**config.mk**
```make
export PLATFORM = sky130hd
export DESIGN_NAME = bls_ctrl
export DESIGN_NICKNAME = d
export VERILOG_FILES = /design/src/hw/rtl/bls_pkg.sv /design/src/hw/rtl/bls_ctrl.sv
export SDC_FILE = /design/constraint.sdc
export NUM_CORES = 1
export LEC_CHECK = 0
export BUFFER_PORTS_ARGS = -buffer_cell sky130_fd_sc_hd__buf_2
export CAP_MARGIN = 20
export CELL_PAD_IN_SITES_DETAIL_PLACEMENT = 1
export CELL_PAD_IN_SITES_GLOBAL_PLACEMENT = 2
export CORE_MARGIN = 2
export CORE_UTILIZATION = 21
export CTS_BUF_LIST = sky130_fd_sc_hd__clkbuf_8
export DETAILED_ROUTE_END_ITERATION = 12
export PLACE_DENSITY = 0.72
export SLEW_MARGIN = 20
export SYNTH_ARGS = -nofsm -noshare
export SYNTH_HDL_FRONTEND = slang
export SYNTH_SLANG_ARGS = --single-unit
```
**constraint.sdc**
```tcl
create_clock -name i_clk -period 1.05 [get_ports i_clk]
set_input_delay 0.105 -clock i_clk [delete_from_list [all_inputs] [get_ports i_clk]]
set_output_delay 0.105 -clock i_clk [all_outputs]
set_load 0.05 [all_outputs]
```
**src/hw/rtl/bls_pkg.sv**
```systemverilog
`default_nettype none
package bls_pkg;
    localparam int TAPS         = 17;
    localparam int PHASES       = 32;
    localparam int ROW_STRIDE   = 32;
    localparam int CHANNELS     = 2;
    localparam int RING_DEPTH   = 64;
    localparam int KERNEL_DEPTH = PHASES * ROW_STRIDE;
    localparam int TAPS_CAP     = (TAPS < ROW_STRIDE) ? TAPS : ROW_STRIDE;

    localparam int KADDR_W  = $clog2(KERNEL_DEPTH);
    localparam int RING_W   = $clog2(RING_DEPTH);
    localparam int RADDR_W  = RING_W + 1;
    localparam int PH_IDX_W = (PHASES > 1) ? $clog2(PHASES) : 1;
    localparam int TAP_W    = 5;
    localparam int PHREG_W  = 6;
    localparam int LVL_W    = 16;
    localparam int ACC_W    = 24;
    localparam int CFG_W    = 16;

    typedef enum logic [1:0] {
        ACT_LOAD   = 2'd0,
        ACT_SYNTH  = 2'd1,
        ACT_RENDER = 2'd2,
        ACT_NONE   = 2'd3
    } t_action;

    localparam logic [1:0] CFG_ALPHA  = 2'd0;
    localparam logic [1:0] CFG_CHANS  = 2'd1;
    localparam logic [1:0] CFG_PHASES = 2'd2;
    localparam logic [1:0] CFG_TAPS   = 2'd3;

    localparam logic [15:0]        RST_ALPHA  = 16'd65506;
    localparam logic [1:0]         RST_CHANS  = 2'd2;
    localparam logic [PHREG_W-1:0] RST_PHASES = 6'd22;
    localparam logic [TAP_W-1:0]   RST_TAPS   = 5'd17;

    typedef struct packed {
        logic latch;
        logic kload;
        logic synth_prep;
        logic tap_issue;
        logic rd_issue;
        logic r_acc;
        logic out_load;
    } t_dp_cmd;

    typedef struct packed {
        t_action action;
        logic    ch_ok;
        logic    wr_ok;
        logic    tap_last;
        logic    pipe_busy;
        logic    out_free;
    } t_dp_stat;
endpackage
`default_nettype wire

```
**src/hw/rtl/bls_ctrl.sv**
```systemverilog
`default_nettype none
module bls_ctrl
    import bls_pkg::*;
(
    input  wire logic     i_clk,
    input  wire logic     i_rst_n,
    input  wire logic     i_valid,
    output logic          o_ready,
    input  wire t_dp_stat i_stat,
    output t_dp_cmd       o_cmd
);
    typedef enum logic [2:0] {
        S_IDLE,
        S_DECODE,
        S_TAP,
        S_DRAIN,
        S_RACC,
        S_ROUT
    } t_state;

    t_state r_state, n_state;

    always_comb begin
        n_state = r_state;
        o_cmd   = '0;
        o_ready = 1'b0;
        case (r_state)
            S_IDLE: begin
                o_ready = i_rst_n;
                if (i_valid && i_rst_n) begin
                    o_cmd.latch = 1'b1;
                    n_state     = S_DECODE;
                end
            end
            S_DECODE: begin
                n_state = S_IDLE;
                case (i_stat.action)
                    ACT_LOAD: o_cmd.kload = 1'b1;
                    ACT_SYNTH: begin
                        if (i_stat.ch_ok && i_stat.wr_ok) begin
                            o_cmd.synth_prep = 1'b1;
                            n_state          = S_TAP;
                        end
                    end
                    ACT_RENDER: begin
                        if (i_stat.ch_ok) begin
                            o_cmd.rd_issue = 1'b1;
                            n_state        = S_RACC;
                        end
                    end
                    default: n_state = S_IDLE;
                endcase
            end
            S_TAP: begin
                o_cmd.tap_issue = 1'b1;
                if (i_stat.tap_last) n_state = S_DRAIN;
            end
            S_DRAIN: begin
                if (!i_stat.pipe_busy) n_state = S_IDLE;
            end
            S_RACC: begin
                o_cmd.r_acc = 1'b1;
                n_state     = S_ROUT;
            end
            S_ROUT: begin
                if (i_stat.out_free) begin
                    o_cmd.out_load = 1'b1;
                    n_state        = S_IDLE;
                end
            end
            default: n_state = S_IDLE;
        endcase
    end

    always_ff @(posedge i_clk) begin
        if (!i_rst_n) begin
            r_state <= S_IDLE;
        end else begin
            r_state <= n_state;
        end
    end
endmodule
`default_nettype wire

```
Word level (Yosys, flattened, before mapping)
Cells that the tools add are included.
Widths: inputs -> output; s select.

storage, ports and cells
  bits in read-only memories = 0
  logic and storage cells = 39
  input port bits = 10
  register bits after elaboration = 3
  bits in latches = 0
  bits in writable memories = 0
  memories kept = 0
  output and inout bits = 8

cells by class
  magnitude comparators = 0
  multiply operators = 0
  bitwise gates (word level) = 0
  reduce and logical (&&, ||, !) cells = 5
  div/mod/pow operators = 0
  equality and inequality tests = 11
  mux-type cells = 22
  add/sub/neg operators = 0
  shifts and indexed selects = 0

operator list
  kind                count
  $pmux 3 s6          1
  $mux 3              5
  $mux 1              13
  $ne 2x2->1 const B  4
  $eq 3x2->1 const B  2
  $eq 3x3->1 const B  2
  $pmux 3 s2          1
  $mux 2              2
  $reduce_and 4->1    1
  $eq 3x1->1 const B  1
  $logic_not 3->1     1
  $eq 2x1->1 const B  1
  $eq 2x2->1 const B  1
  $logic_and 1x1->1   2
  $logic_not 2->1     1

Depth between registers and ports, before layout
Gate-level depths: netlist of the first run.

  depth after elaboration = 4
  mapped depth = 5
  gate-level depth less buffers = 5

Least setup slack after synthesis of the first run
OpenSTA, ideal clock, no wires.

  path kind = register -> output
  start = register r_state[0]
  end = output port o_cmd[6] (netlist name)
  slack = -1.006 ns
  data required time = 0.945 ns
  buffers on the path = 1
  arrival time = 1.951 ns
  cell stages (with the launch flop) = 4
  cells stage by stage = dfxtp_1 > buf_6 > nor4b_2 > and2_1

RTL lines
  element                 RTL line        source
  from (decl)             bls_ctrl.sv:21  t_state r_state, n_state;
  from (signal assigned)  bls_ctrl.sv:79  r_state <= n_state;
  to (decl)               bls_ctrl.sv:10  output t_dp_cmd o_cmd

==> flow_summary.yaml, run 1 <==
clocking:
  cts_buffer_depth: 2
  clock_latency_ns: 0.22
  cts_root_buffer: "clkbuf_8"
  htreeDepth: 1
  cts_tree: "yes"
  clk_pin_slew_ns: 0.03
  numCtsBuffers: 3
  cts_sinks: 3
sta:
  drv_slew: 0
  tns_ns: -1.97
  setup_slack_ns: -0.296
  slew_headroom: 0.843
  setup_viol: 10
  worst_pin_slew_ns: 0.235
  min_period_over_period: 1.28
  fin_worst_skew_ns: 0.00399
  fmax_mhz: 743
  rsz0062_at_grt: "true"
  finalHoldViolations: 0
  finalCriticalPeriod_ns: 1.35
place:
  hpwl_um: 698
  port-buffer-count: 17
  place.gp.congestion: 0.647
  placed_area_um2: 472
job:
  drv_cap: 0
critical_path:
  end_kind: "output pin"
  worstPathCellList: "buf_6 > nor4b_4 > and2_4 > buf_8"
  crit_required_ns: 0.94
  slowest_delay_ns: 0.33
  cp_top_family: "simple AND/OR/NAND/NOR gates"
  timing.critical_path.buf_inv: 2
  crit_path_top_delay_cell: "dfxtp_2"
  critPathArrivalTime_ns: 1.24
  path_max_fanout: 3
  critPathKind: "reg2out"
  crit_path_start_kind: "register"
yosys:
  avgSynthCellArea_um2: 8.79
  yosysWarnings: 0
  ys_seq_area_frac: 0.190
  synth_cell_type_count: 23
  synthCells: 36
  synth-edff-count: 0
  synth-seq-cells: 3
  ys_async_sr_fraction: 0
  synth.net_count: 49
  synth_ff_type: "dfxtp_1"
  syn_area_um2: 317
layout:
  drive_gt1_frac: 0.701
  nNetsFinal: 81
  area_growth_pct: 115
  final_cell_mix: "buf_2 (9), buf_4 (9), buf_8 (6)"
  top_regs: "r_state (3)"
  largest-register: "r_state"
  diodes: 0
  utilization: 0.469
  fin_area_um2: 682
  largest_reg_flops: 3
die:
  ios: 18
  core_um2: 1450
  die_w_um: 42.8
  dieArea_um2: 1830
  start_util: 0.218
  rows: 14
  dieHeight_um: 42.8
drt:
  dr.pass1.iters: 1
  via_per_inst: 4.58
  routedWlPerCell_um: 12.1
  routed_wl_mm: 1.01
  num_vias: 380
  antenna_left: 0
  drt-initial-drc-count: 0
  drc: 0
global_route:
  grt_pass1_wl_mm: 1.73
  antenna_found_initial: 0
  grt_usage: 0.133
  grt_max_degree: 8
  grt_overflow: 0
  grt_pass1_vias: 414
power:
  irDropWorstVdd_v: 0.000336
  p_per_area_nw_per_um2: 984
  p_leak_nw: 0.323
status:
  violations: "negative setup slack"
  outcome: "finished with violations"
hold_path:
  hp-class: "in2reg"
[where the power goes]
group	switching, W	leakage [nW]	internal [W]
registers	0.00000711	0.0263	0.000116
clock network	0.0000813	0.0269	0.000249
logic	0.000100	0.269	0.000117
[cells by family after synthesis]
kind of cell               synth area share
adders and majority gates             0.119
and+or+nand+nor                       0.447
DFF                                   0.190
buffers and inverters                0.0949
AOI/OAI and AO/OA                     0.119
muxes                                0.0316
[synth_stat cells (all sizes together) (2+ instances only)]
| master | number | share of area |
|---|---|---|
| nor2 | 3 | 0.036 |
| dfxtp | 3 | 0.19 |
| a21oi | 2 | 0.032 |
| nand2 | 3 | 0.036 |
| nor3b | 2 | 0.063 |
| buf | 2 | 0.071 |
| ha | 3 | 0.12 |
| inv | 2 | 0.024 |
| nand2b | 2 | 0.040 |
| and2 | 3 | 0.063 |
[layer usage]
layer | up-vias | wire (um) | GRT usage
met1 | 174 | 330 | 0.120
li1 | 188 | - | -
met2 | 16 | 580 | 0.239
met5 | - | 0 | 0
met4 | 0 | 21 | 0.113
met3 | 2 | 75 | 0.0383
[stage by stage]
step / power [W] / worst slack, ns / std cells / hold WS, ns
3_5_place_dp: 0.000278 / -0.166 / 73 / 0.415
2_1_floorplan: 0.000227 / -0.505 / 36 / 0.247
5_1_grt: 0.000710 / -0.371 / 83 / 0.191
6_report: 0.000671 / -0.296 / 83 / 0.184
4_1_cts: 0.000681 / -0.285 / 82 / 0.181
3_3_place_gp: 0.000277 / -0.163 / 73 / 0.407
[final timing paths]
check	cells after the start	slack (ns)	to	from
setup reg to reg	7	-0.06	r_state[0]$_SDFFE_PN0P_	r_state[0]$_SDFFE_PN0P_
hold / removal	2	0.18	r_state[0]$_SDFFE_PN0P_	i_rst_n
setup / recovery	4	-0.30	o_cmd[6]	r_state[0]$_SDFFE_PN0P_
hold reg to reg	2	0.62	r_state[1]$_SDFFE_PN0P_	r_state[1]$_SDFFE_PN0P_
[final cells by class]
class	instances	area (um2)
well taps	16	20.0
fillers	175	772
multi-input cells	29	282
clock inverters	1	3.75
inverters	2	7.51
clock buffers	3	41.3
flip-flops and latches	3	68.8
repair buffers	29	259
[timing repair]
item / 4_1_cts / 5_1_grt
setup endpoints to repair: 10 / 11
pin swaps: 5 / 6
hold endpoints to repair: 0 / 0
resized for setup: 38 / 0
hold buffers: 0 / 0
buffers inserted: 5 / 1
Power figures use the tool's default switching activity.
==> run 2, diff against run 1 <==
SKIP_CTS_REPAIR_TIMING = 1   (was unset)
==> run 2 against run 1 <==
- the run still ends with negative setup slack left
- sequential share of layout area grew 1.2 points
- maximum frequency down 1.3%
- sequential cell count stayed put
- clock power is essentially flat
- cell area down 11%
- worst hold slack got worse by 0.00052 ns
- first-iteration DRC count grew 1
- combinational power decreased by 13%
- clock skew increased by 0.00055 ns
- cell count fell by 4.8%
- setup slack worse by 0.018 ns
==> flow_summary.yaml, run 2 (same netlist as run 1, synthesis figures left out) <==
critical_path:
  cp_top_family: "simple AND/OR/NAND/NOR gates"
  path_max_fanout: 4
  rrSetupSlack_ns: -0.07
  critPathArrivalTime_ns: 1.26
  slowest_delay_ns: 0.32
  reg2reg_from: "r_state[1]$_SDFFE_PN0P_"
  crit_required_ns: 0.94
  worstPathCellList: "buf_6 > nor4b_4 > and2_4 > buf_8"
  critPathKind: "reg2out"
  crit_path_top_delay_cell: "dfxtp_2"
  r2r_cells: 4
  r2r_end: "r_state[2]$_SDFFE_PN0P_"
  end_kind: "output pin"
  crit_path_start_kind: "register"
  timing.critical_path.buf_inv: 2
power:
  p_leak_nw: 0.298
  seqPwrFrac: 0.190
  p_sw_w: 0.000181
  irDropWorstVdd_v: 0.000335
  p_per_area_nw_per_um2: 1060
  p_int_w: 0.000461
  pwr-share-comb: 0.295
  clkPwrFrac: 0.516
  switching_share: 0.282
global_route:
  grt_usage: 0.110
  grt_pass1_wl_mm: 1.41
  grt_overflow: 0
  grt_max_degree: 8
  antenna_found_initial: 0
  grt_pass1_vias: 354
sta:
  finalCriticalPeriod_ns: 1.36
  setup_viol: 9
  finalHoldViolations: 0
  fin_worst_skew_ns: 0.00454
  drv_slew: 0
  rsz0062_at_grt: "true"
  worst_pin_slew_ns: 0.220
  slew_headroom: 0.853
  min_period_over_period: 1.30
  fmax_mhz: 733
  whs_ns: 0.183
  setup_slack_ns: -0.313
  tns_ns: -2.07
layout:
  nNetsFinal: 77
  largest_reg_flops: 3
  final_cell_mix: "buf_2 (9), buf_4 (7), buf_6 (6)"
  drive_gt1_frac: 0.651
  fin_area_um2: 608
  top_regs: "r_state (3)"
  stdcell_count: 79
  largest-register: "r_state"
  diodes: 0
  final_common_cell: "buf_2"
  area_growth_pct: 92.1
  fillCellCount: 175
drt:
  drt-initial-drc-count: 1
  drc: 0
  via_per_inst: 4.58
  antenna_left: 0
  routed_wl_um: 888
  dr.pass1.iters: 2
  num_vias: 362
  routedWlPerCell_um: 11.2
die:
  rows: 14
  ios: 18
  dieArea_um2: 1830
  start_util: 0.218
  dieHeight_um: 42.8
  die_w_um: 42.8
  core_um2: 1450
place:
  port-buffer-count: 17
  hpwl_um: 698
  place.gp.congestion: 0.647
  placed_area_um2: 472
  dpl.cell_count: 73
clocking:
  clock_latency_ns: 0.22
  cts_tree: "yes"
  cts_sinks: 3
  clk_pin_slew_ns: 0.03
  cts_root_buffer: "clkbuf_8"
  htreeDepth: 1
  cts_buffer_depth: 2
  numCtsBuffers: 3
hold_path:
  min_to: "r_state[0]$_SDFFE_PN0P_"
  worstHoldStart: "i_rst_n"
  hp-class: "in2reg"
  hold_depth: 2
status:
  violations: "negative setup slack"
  outcome: "finished with violations"
job:
  drv_cap: 0
[run 2: layout make-up]
cell class / instances / area, um2 / share of cell area
multi-input cells: 29 / 264 / 0.434
inverters: 2 / 7.51 / 0.0123
repair buffers: 25 / 203 / 0.333
flip-flops and latches: 3 / 68.8 / 0.113
well taps: 16 / 20.0 / 0.0329
clock buffers: 3 / 41.3 / 0.0679
clock inverters: 1 / 3.75 / 0.00617
[run 2: power by group through the flow]
stage	registers [W]	logic (W)	clock network, W
finish	0.000122	0.000189	0.000331
global route	0.000122	0.000203	0.000354
CTS	0.000125	0.000154	0.000346
detailed placement	0.000126	0.000153	0
global placement	0.000126	0.000152	0
floorplan	0.000124	0.000103	0
[run 2: per-stage QoR]
stage	total power [W]	util	setup slack (ns)
after global routing	0.000679	0.418	-0.377
after global placement	0.000277	0.324	-0.163
after floorplan	0.000227	-	-0.505
after CTS	0.000625	0.355	-0.415
after detailed placement	0.000278	0.324	-0.166
final	0.000642	0.418	-0.313
[run 2: layer usage]
layer,share of wire,vias up,track usage,wire (um)
met2,0.52,16,0.173,464
met5,0,-,0,0
met1,0.36,166,0.109,323
li1,-,178,-,-
met4,0.024,0,0.113,21
met3,0.087,2,0.0340,77
[run 2: worst max path at each step]
stage / slack, ns / end / from / cells past startpoint
2_1_floorplan: -0.50 / o_cmd[6] / r_state[1]$_SDFFE_PN0P_ / 3
3_3_place_gp: -0.16 / o_cmd[4] / r_state[2]$_SDFFE_PN0P_ / 3
3_5_place_dp: -0.17 / o_cmd[6] / r_state[0]$_SDFFE_PN0P_ / 4
4_1_cts: -0.42 / o_cmd[6] / r_state[0]$_SDFFE_PN0P_ / 4
5_1_grt: -0.38 / o_cmd[6] / r_state[0]$_SDFFE_PN0P_ / 4
6_report: -0.31 / o_cmd[6] / r_state[0]$_SDFFE_PN0P_ / 4
==> run 3, diff against run 2 <==
PLACE_DENSITY = unset   (was 0.72)
PLACE_DENSITY_LB_ADDON = 0.1   (was unset)
==> run 3 against run 2 <==
- the run still ends with negative setup slack left
- sequential cell count stayed put
- first-iteration DRC count is 100% higher
- clock power is 3% lower
- largest power group unchanged
- sequential power is 3% higher
- highest routed layer is now met3
- critical endpoint is now o_cmd[4]
==> flow_summary.yaml, run 3 (same netlist as run 1, synthesis figures left out) <==
critical_path:
  timing.critical_path.buf_inv: 1
  crit_required_ns: 0.94
  crit_path_start_kind: "register"
  critPathArrivalTime_ns: 1.20
  worstPathCellList: "nor3b_4 > and4_4 > buf_8"
  path_max_fanout: 6
  crit_path_top_delay_cell: "dfxtp_4"
  cp_top_family: "simple AND/OR/NAND/NOR gates"
  slowest_delay_ns: 0.37
  end_kind: "output pin"
  critPathKind: "reg2out"
global_route:
  grt_usage: 0.106
  antenna_found_initial: 0
  grt_overflow: 0
  grt_max_degree: 8
  grt_pass1_vias: 341
  grt_pass1_wl_mm: 1.44
die:
  dieArea_um2: 1830
  dieHeight_um: 42.8
  rows: 14
  ios: 18
  start_util: 0.218
  core_um2: 1450
  die_w_um: 42.8
clocking:
  cts_buffer_depth: 2
  cts_tree: "yes"
  cts_root_buffer: "clkbuf_8"
  clk_pin_slew_ns: 0.03
  numCtsBuffers: 3
  clock_latency_ns: 0.21
  htreeDepth: 1
  cts_sinks: 3
layout:
  largest-register: "r_state"
  largest_reg_flops: 3
  nNetsFinal: 75
  final_common_cell: "buf_2"
  final_cell_mix: "buf_2 (10), buf_4 (6), buf_8 (5)"
  utilization: 0.417
  fin_area_um2: 607
  top_regs: "r_state (3)"
  diodes: 0
  drive_gt1_frac: 0.639
  area_growth_pct: 91.7
sta:
  slew_headroom: 0.836
  fin_worst_skew_ns: 0.00361
  min_period_over_period: 1.24
  setup_slack_ns: -0.255
  finalCriticalPeriod_ns: 1.31
  whs_ns: 0.246
  finalHoldViolations: 0
  drv_slew: 0
  worst_pin_slew_ns: 0.247
  fmax_mhz: 766
  rsz0062_at_grt: "true"
  setup_viol: 10
drt:
  dr.pass1.iters: 3
  drt-initial-drc-count: 2
  antenna_left: 0
  num_vias: 347
  via_per_inst: 4.51
  routed_wl_um: 942
  drc: 0
  routedWlPerCell_um: 12.2
power:
  pwr-share-comb: 0.265
  irDropWorstVdd_v: 0.000934
  clkPwrFrac: 0.528
  p_sw_w: 0.000165
  p_int_w: 0.000441
  switching_share: 0.273
  p_leak_nw: 0.285
  p_per_area_nw_per_um2: 998
  seqPwrFrac: 0.207
place:
  place.gp.congestion: 0.688
  port-buffer-count: 17
  placed_area_um2: 464
  place_ws_ns: -0.269
  hpwl_um: 759
status:
  outcome: "finished with violations"
  violations: "negative setup slack"
job:
  drv_cap: 0
hold_path:
  hp-class: "in2reg"
## run 3: cell count changes in the layout (fill, tap and decap cells not counted), sizes merged
cell	before	now
buf	24	23
clkbuf	4	3
## run 3: power by group through the flow
stage                     sequential, W  combinational (W)  clock (W)
final                          0.000126           0.000161   0.000320
after global routing           0.000126           0.000174   0.000350
after CTS                      0.000129           0.000142   0.000330
after detailed placement       0.000130           0.000142          0
after global placement         0.000130           0.000137          0
after floorplan                0.000124           0.000103          0
## run 3: worst register-to-register path, cell delays in order (launching register included)
cell and delay (ns):
dfxtp_4 0.37, buf_4 0.15, or2b_1 0.23, a2bb2oi_1 0.16, nor3b_1 0.07
## run 3: cell type report
| type | instances | area (um2) |
|---|---|---|
| Sequential cell | 3 | 71.3 |
| Clock inverter | 1 | 3.75 |
| Clock buffer | 3 | 41.3 |
| Timing Repair Buffer | 23 | 193 |
| Inverter | 2 | 7.51 |
| Fill cell | 171 | 847 |
| Tap cell | 16 | 20.0 |
| Multi-Input combinational cell | 29 | 270 |
## run 3: metrics by stage
stage / setup TNS, ns / power, W / cells
floorplan: -0.799 / 0.000227 / 36
global placement: -1.48 / 0.000267 / 72
detailed placement: -1.76 / 0.000272 / 72
CTS: -3.62 / 0.000602 / 76
global route: -2.34 / 0.000650 / 77
finish: -1.79 / 0.000606 / 77
## run 3: path summary, 6_finish.rpt
path / startpoint / to / slack [ns] / depth (start not counted)
max: r_state[0]$_SDFFE_PN0P_ / o_cmd[4] / -0.26 / 3
min: i_stat[2] / r_state[0]$_SDFFE_PN0P_ / 0.25 / 4
max reg2reg: r_state[0]$_SDFFE_PN0P_ / r_state[1]$_SDFFE_PN0P_ / -0.05 / 4
min reg2reg: r_state[2]$_SDFFE_PN0P_ / r_state[1]$_SDFFE_PN0P_ / 0.53 / 1
## run 3: metal layers
metal  vias up  track usage  share of wire
met5         -            0              0
met1       159        0.113           0.40
met2        12        0.188           0.53
li1        176            -              -
met4         0       0.0188              0
met3         0       0.0553          0.067
